===== src/hdl/ddfd_pkg.sv =====
`timescale 1ns / 1ps
`default_nettype none

package ddfd_pkg;

  // field widths
  localparam int unsigned VALUE_W = 27;
  localparam int unsigned COUNT_W = 4;
  localparam int unsigned POS_W   = 4;
  localparam int unsigned DIGIT_W = 4;

  // a 27-bit value needs nine decimal digits
  localparam int unsigned BCD_DIGITS = 9;
  localparam int unsigned BCD_W      = BCD_DIGITS * DIGIT_W;

  // shift-and-add-3 conversion split over register stages
  localparam int unsigned STEPS_PER_STAGE = 7;
  localparam int unsigned NUM_STAGES =
    (VALUE_W + STEPS_PER_STAGE - 1) / STEPS_PER_STAGE;

  // digit codes
  localparam logic [DIGIT_W-1:0] BLANK_CODE = 4'd15;
  localparam logic [DIGIT_W-1:0] ADJ_MIN    = 4'd5;
  localparam logic [DIGIT_W-1:0] ADJ_ADD    = 4'd3;

  // conversion state carried through the pipeline
  typedef struct packed {
    logic [BCD_W-1:0]   bcd;
    logic [VALUE_W-1:0] bin;
    logic [COUNT_W-1:0] count;
  } ddfd_work_t;

endpackage

`default_nettype wire


===== src/hdl/ddfd_dabble_stage.sv =====
`timescale 1ns / 1ps
`default_nettype none

module ddfd_dabble_stage #(
  parameter int unsigned STEPS = 7
) (
  input  wire                 clk_i,
  input  wire                 rst_ni,
  input  wire                 valid_i,
  output logic                ready_o,
  input  ddfd_pkg::ddfd_work_t data_i,
  output logic                valid_o,
  input  wire                 ready_i,
  output ddfd_pkg::ddfd_work_t data_o
);
  import ddfd_pkg::*;

  ddfd_work_t step_d;
  ddfd_work_t data_q;
  logic       valid_q;

  // STEPS shift-and-add-3 steps, each adjusts all digits then shifts one bit in
  always_comb begin
    step_d = data_i;
    for (int s = 0; s < int'(STEPS); s++) begin
      for (int d = 0; d < int'(BCD_DIGITS); d++) begin
        if (step_d.bcd[d*DIGIT_W +: DIGIT_W] >= ADJ_MIN) begin
          step_d.bcd[d*DIGIT_W +: DIGIT_W] = step_d.bcd[d*DIGIT_W +: DIGIT_W] + ADJ_ADD;
        end
      end
      {step_d.bcd, step_d.bin} = {step_d.bcd, step_d.bin} << 1;
    end
  end

  // stage moves when empty or when the next stage takes its content
  assign ready_o = !valid_q || ready_i;

  always_ff @(posedge clk_i or negedge rst_ni) begin
    if (!rst_ni) begin
      valid_q <= 1'b0;
    end else if (ready_o) begin
      valid_q <= valid_i;
    end
  end

  always_ff @(posedge clk_i) begin
    if (ready_o && valid_i) begin
      data_q <= step_d;
    end
  end

  assign valid_o = valid_q;
  assign data_o  = data_q;

endmodule

`default_nettype wire


===== src/hdl/ddfd_frame_ser.sv =====
`timescale 1ns / 1ps
`default_nettype none

module ddfd_frame_ser #(
  parameter int unsigned DIGIT_SLOTS = 8
) (
  input  wire                                  clk_i,
  input  wire                                  rst_ni,
  input  wire                                  valid_i,
  output logic                                 ready_o,
  input  ddfd_pkg::ddfd_work_t                 data_i,
  output logic                                 valid_o,
  input  wire                                  ready_i,
  output logic [ddfd_pkg::POS_W-1:0]           pos_o,
  output logic [ddfd_pkg::DIGIT_W-1:0]         code_o,
  output logic                                 last_o,
  output logic                                 ovf_o
);
  import ddfd_pkg::*;

  localparam int unsigned DIGS_W = DIGIT_SLOTS * DIGIT_W;

  logic                busy_q;
  logic [POS_W-1:0]    pos_q;
  logic [COUNT_W-1:0]  shown_q;
  logic [DIGS_W-1:0]   digits_q;
  logic                ovf_q;
  logic                last;
  logic                load;
  logic                advance;
  logic [COUNT_W-1:0]  shown_d;

  assign last    = (pos_q == POS_W'(DIGIT_SLOTS));
  assign advance = busy_q && ready_i;
  assign ready_o = !busy_q || (ready_i && last);
  assign load    = valid_i && ready_o;

  // digit counts past the frame count show every digit
  assign shown_d = (data_i.count > COUNT_W'(DIGIT_SLOTS)) ? COUNT_W'(DIGIT_SLOTS)
                                                          : data_i.count;

  // frame control
  always_ff @(posedge clk_i or negedge rst_ni) begin
    if (!rst_ni) begin
      busy_q <= 1'b0;
      pos_q  <= '0;
    end else if (load) begin
      busy_q <= 1'b1;
      pos_q  <= POS_W'(1);
    end else if (advance) begin
      if (last) begin
        busy_q <= 1'b0;
      end
      pos_q <= pos_q + POS_W'(1);
    end
  end

  // digits shift down one frame at a time
  always_ff @(posedge clk_i) begin
    if (load) begin
      digits_q <= data_i.bcd[DIGS_W-1:0];
      shown_q  <= shown_d;
      ovf_q    <= |data_i.bcd[BCD_W-1:DIGS_W];
    end else if (advance) begin
      digits_q <= digits_q >> DIGIT_W;
    end
  end

  assign valid_o = busy_q;
  assign pos_o   = pos_q;
  assign code_o  = (COUNT_W'(pos_q) <= shown_q) ? digits_q[DIGIT_W-1:0] : BLANK_CODE;
  assign last_o  = last;
  assign ovf_o   = last && ovf_q;

endmodule

`default_nettype wire


===== src/hdl/decimal_digit_frame_driver.sv =====
`timescale 1ns / 1ps
`default_nettype none

// channel   dir  tdata                                         tlast       tuser
// s_axis    in   [26:0] value, [30:27] digit_count            -           -
// m_axis    out  [3:0] digit_position, [7:4] digit_code,      last_frame  overflow
//                [23:8] frame_word
//
// each input item yields DIGIT_SLOTS output transactions, one per cycle unless m_axis stalls
// the serializer loads a new item when idle or as the last frame of the one before is taken
// the binary to decimal conversion runs through four register stages, and the
// serializer registers the first frame after the last of them
// reset clears all valid state; a stall on m_axis holds the frame and backs up
// the conversion stages without losing or repeating anything

module decimal_digit_frame_driver #(
  parameter int unsigned DIGIT_SLOTS = 8
) (
  input  wire         clk_i,
  input  wire         rst_ni,
  input  wire         s_axis_tvalid,
  output logic        s_axis_tready,
  input  wire  [31:0] s_axis_tdata,   // value[26:0], digit_count[30:27]
  output logic        m_axis_tvalid,
  input  wire         m_axis_tready,
  output logic [23:0] m_axis_tdata,   // digit_position[3:0], digit_code[7:4], frame_word[23:8]
  output logic        m_axis_tlast,   // last_frame
  output logic        m_axis_tuser    // overflow
);
  import ddfd_pkg::*;

  ddfd_work_t       chain_data  [NUM_STAGES+1];
  logic             chain_valid [NUM_STAGES+1];
  logic             chain_ready [NUM_STAGES+1];
  logic [POS_W-1:0]   pos;
  logic [DIGIT_W-1:0] code;

  // conversion input
  assign chain_data[0].bcd   = '0;
  assign chain_data[0].bin   = s_axis_tdata[VALUE_W-1:0];
  assign chain_data[0].count = s_axis_tdata[VALUE_W +: COUNT_W];
  assign chain_valid[0]      = s_axis_tvalid;
  assign s_axis_tready       = chain_ready[0];

  // conversion stages
  for (genvar g = 0; g < NUM_STAGES; g++) begin : g_stage
    localparam int unsigned STEPS = (g == NUM_STAGES - 1)
      ? VALUE_W - STEPS_PER_STAGE * (NUM_STAGES - 1) : STEPS_PER_STAGE;
    ddfd_dabble_stage #(.STEPS(STEPS)) u_stage (
      .clk_i   (clk_i),
      .rst_ni  (rst_ni),
      .valid_i (chain_valid[g]),
      .ready_o (chain_ready[g]),
      .data_i  (chain_data[g]),
      .valid_o (chain_valid[g+1]),
      .ready_i (chain_ready[g+1]),
      .data_o  (chain_data[g+1])
    );
  end

  // frame output
  ddfd_frame_ser #(.DIGIT_SLOTS(DIGIT_SLOTS)) u_ser (
    .clk_i   (clk_i),
    .rst_ni  (rst_ni),
    .valid_i (chain_valid[NUM_STAGES]),
    .ready_o (chain_ready[NUM_STAGES]),
    .data_i  (chain_data[NUM_STAGES]),
    .valid_o (m_axis_tvalid),
    .ready_i (m_axis_tready),
    .pos_o   (pos),
    .code_o  (code),
    .last_o  (m_axis_tlast),
    .ovf_o   (m_axis_tuser)
  );

  assign m_axis_tdata = {4'd0, pos, 4'd0, code, code, pos};

endmodule

`default_nettype wire


===== config.mk =====
export PLATFORM = sky130hd
export DESIGN_NAME = decimal_digit_frame_driver
export DESIGN_NICKNAME = d
export VERILOG_FILES = /design/src/hdl/ddfd_pkg.sv /design/src/hdl/ddfd_dabble_stage.sv /design/src/hdl/ddfd_frame_ser.sv /design/src/hdl/decimal_digit_frame_driver.sv
export SDC_FILE = /design/constraint.sdc
export NUM_CORES = 1
export LEC_CHECK = 0
export ABC_AREA = 1
export BUFFER_PORTS_ARGS = -buffer_cell sky130_fd_sc_hd__buf_2
export CAP_MARGIN = 20
export CORE_AREA = 2 2 190 192
export DETAILED_ROUTE_END_ITERATION = 10
export DIE_AREA = 0 0 192 194
export PLACE_DENSITY = 0.66
export SYNTH_ARGS = -nofsm -noshare
export SYNTH_HDL_FRONTEND = slang
export SYNTH_SLANG_ARGS = --single-unit

===== constraint.sdc =====
create_clock -name clk_i -period 7.3 [get_ports clk_i]
set_input_delay 0.73 -clock clk_i [delete_from_list [all_inputs] [get_ports clk_i]]
set_output_delay 0.73 -clock clk_i [all_outputs]
set_load 0.005 [all_outputs]

==> flow_metrics.py <==
metrics = {
    "timing": {
        "hold_viol_final": 0,
        "finalCriticalPeriod_ns": 6.00,
        "tns_ns": 0,
        "worstMarginPinSlew_ns": 1.02,
        "period_share_pct": 82.2,
        "finalSetupViolations": 0,
        "drv_slew": 0,
        "rsz0062_at_grt": "no",
        "slew_headroom_pct": 31.8,
        "fin_skew_ns": 0.0153,
        "max_freq_mhz": 167,
    },
    "placed_design": {
        "hpwlAfterDp_mm": 23.8,
        "io_buffers": 54,
        "place_congestion": 0.791,
    },
    "die": {
        "die_area_mm2": 0.0372,
        "core_mm2": 0.0352,
        "ios": 64,
        "core.rowCount": 69,
        "start_util_pct": 49.4,
        "die_w_um": 192,
        "die_h_um": 194,
    },
    "worst_setup_path": {
        "startpoint_type": "register",
        "startpoint": "g_stage[2].u_stage.data_o[55]",
        "critPathCaptureType": "register",
        "r2r-start": "g_stage[2].u_stage.data_o[55]",
        "crit_type": "reg -> reg",
        "regToRegSetupSlack_ns": 1.30,
        "crit_fanout": 5,
        "crit_slowest_cell": "edfxtp_1",
        "endpoint": "g_stage[3].u_stage.data_o[60]",
        "arrival_ns": 6.19,
        "required_ns": 7.49,
        "slowest_delay_ns": 0.41,
        "r2r_end": "g_stage[3].u_stage.data_o[60]",
        "r2r_cells": 33,
    },
    "run_status": {
        "status": "finished, final reports clean",
    },
    "clocking": {
        "cts_buffers": 17,
        "hold_buffers": 0,
        "cts_max_path_buffers": 2,
        "cts-resized-gates": 0,
        "cts_setup_buffers": 0,
        "htree_levels": 4,
        "cts.clk_slew.worst_paths_ns": 0.08,
        "clock_sinks": 190,
        "worstSkewPairLatency_ns": 0.45,
        "cts_root_buffer": "clkbuf_16",
        "cts_tree": "built",
    },
    "layout": {
        "layout-drive-gt1-share_pct": 10.2,
        "final_nets": 2669,
        "syn_to_final_growth_pct": 8.08,
        "antennaDiodeCount": 0,
    },
    "synthesis": {
        "ys_seq_area_share_pct": 32.5,
        "yosysTopAreaCell": "edfxtp_1",
        "synth-edff-count": 181,
        "async_reset_ff_share_pct": 4.74,
        "yosys_register_bits": 190,
        "synth.cell_area_mm2": 0.0174,
        "yosysUniqueCellTypes": 53,
        "avgSynthCellArea_um2": 7.21,
        "yosysWarnings": 0,
        "synth_top_area_share_pct": 31.2,
        "ys.flop_type": "edfxtp_1",
        "postSynthCellCount": 2413,
        "synth_area_leaders": "edfxtp_1 31%, nand2_1 15%, ha_1 11%",
    },
    "drt": {
        "highest_layer": "met4",
        "wl_met1_mm": 13.0,
        "drt-initial-drc-count": 457,
        "detail_route.wl_per_cell_um": 10.1,
        "dr_wl_met2_mm": 16.0,
        "drtPass1Iterations": 5,
        "via_count": 14400,
        "drt_wl_total_mm": 29.9,
        "ant_nets": 0,
        "met3WireLength_um": 671,
        "vias_per_cell": 4.87,
        "route.detailed.drc": 0,
    },
    "global_routing": {
        "antenna_found_initial": 0,
        "grt_start_max_net_pins": 40,
        "grt_pass1_vias": 13500,
        "grt_overflow": 0,
        "grt_usage_pct": 16.7,
        "grt_pass1_wl_mm": 53.4,
    },
    "job": {
        "maxCapViolCount": 0,
    },
    "worst_hold_path": {
        "holdCritPathClass": "in -> async",
    },
}
metal layers:
metal / vias to the layer above / GRT usage, %
li1: 7811 / -
met1: 6426 / 18.1
met2: 106 / 33.4
met3: 16 / 2.99
met4: 0 / 3.28
met5: - / 0
sequential cells by signal, summed over array words and instances (netlist names):
register / flops
g_stage.u_stage.valid_o: 4
u_ser.valid_o: 1
u_ser.digits_q: 32
u_ser.pos_o: 4
g_stage.u_stage.data_o: 144
u_ser.shown_q: 4
u_ser.ovf_q: 1
layout by cell type (no fill, tap or decap), types with 5 or more instances in the layout:
cell type,n
buf_2,54
a211oi_1,8
nor3_1,5
and2_1,9
nand2_1,683
ha_1,158
o21ai_1,50
edfxtp_1,181
nand3_1,151
o211ai_1,5
a21o_1,12
inv_1,498
nand4_1,52
nand2_2,70
nand3_2,29
xnor2_1,7
nand2_4,7
o21a_1,6
nor2_1,115
a21oi_1,68
o21ai_2,23
o22ai_1,5
o21ai_0,98
nand3b_1,9
conb_1,8
or2_2,7
inv_2,6
clkbuf_16,17
xor2_1,73
dfrtp_1,9
metrics by stage:
step	hold slack [ns]	instances	worst slack, ns	instance area (um^2)	util [%]
after detailed placement	0.405	2916	1.34	18200	51.6
after global routing	0.112	2949	0.531	18800	53.4
after CTS	0.110	2948	1.31	18800	53.3
after floorplan	0.400	2420	1.96	17400	-
after global placement	0.401	2916	1.52	18200	51.6
final	0.134	2949	1.30	18800	53.4
cells in the mapped netlist, types with 16 or more instances:
cell type	n
a21oi_1	68
buf_4	16
edfxtp_1	181
ha_1	158
inv_1	498
nand2_1	683
nand2_2	70
nand3_1	151
nand3_2	29
nand4_1	52
nor2_1	118
o21ai_0	98
o21ai_1	50
o21ai_2	23
xor2_1	73
critical path: cells and delay by family (launching register included):
family          cells  cell delay (ns)
fa+ha+maj           8             1.51
xor+xnor            5             1.18
compound gates      5             1.09
simple gates        7             0.95
buf+inv             8             0.57
flops               1             0.41
cells by family (layout without fill, tap and decap cells):
group,after synthesis,in the layout,synth area share [%]
multiplexers,2,2,0.122
adder cells (fa/ha/maj),158,158,11.4
buffers and inverters,527,595,11.7
AO/OA/AOI/OAI,294,294,9.76
other,1,8,0.0216
AND/OR/NAND/NOR,1156,1156,30.0
flip-flops,190,190,32.5
XOR/XNOR,85,85,4.49
final cells by class:
class | count | area (um^2)
clock buffer | 20 | 457
inverter | 504 | 1890
multi-input combinational | 1703 | 9740
clock inverter | 12 | 146
fill | 3353 | 16400
timing repair buffer | 59 | 328
tap | 461 | 577
sequential | 190 | 5660
worst min-delay path by stage:
| stage | to | slack (ns) | depth (start not counted) |
|---|---|---|---|
| floorplan | g_stage[1].u_stage.data_o[0] | 0.40 | 0 |
| global placement | g_stage[1].u_stage.data_o[20] | 0.40 | 0 |
| detailed placement | g_stage[1].u_stage.data_o[18] | 0.40 | 0 |
| CTS | u_ser.pos_o[0] | 0.11 | 1 |
| global route | u_ser.pos_o[0] | 0.11 | 1 |
| finish | u_ser.valid_o | 0.13 | 1 |
Power is not shown: default switching activity piles up to over one toggle a cycle in this logic, so the estimate is an artifact.
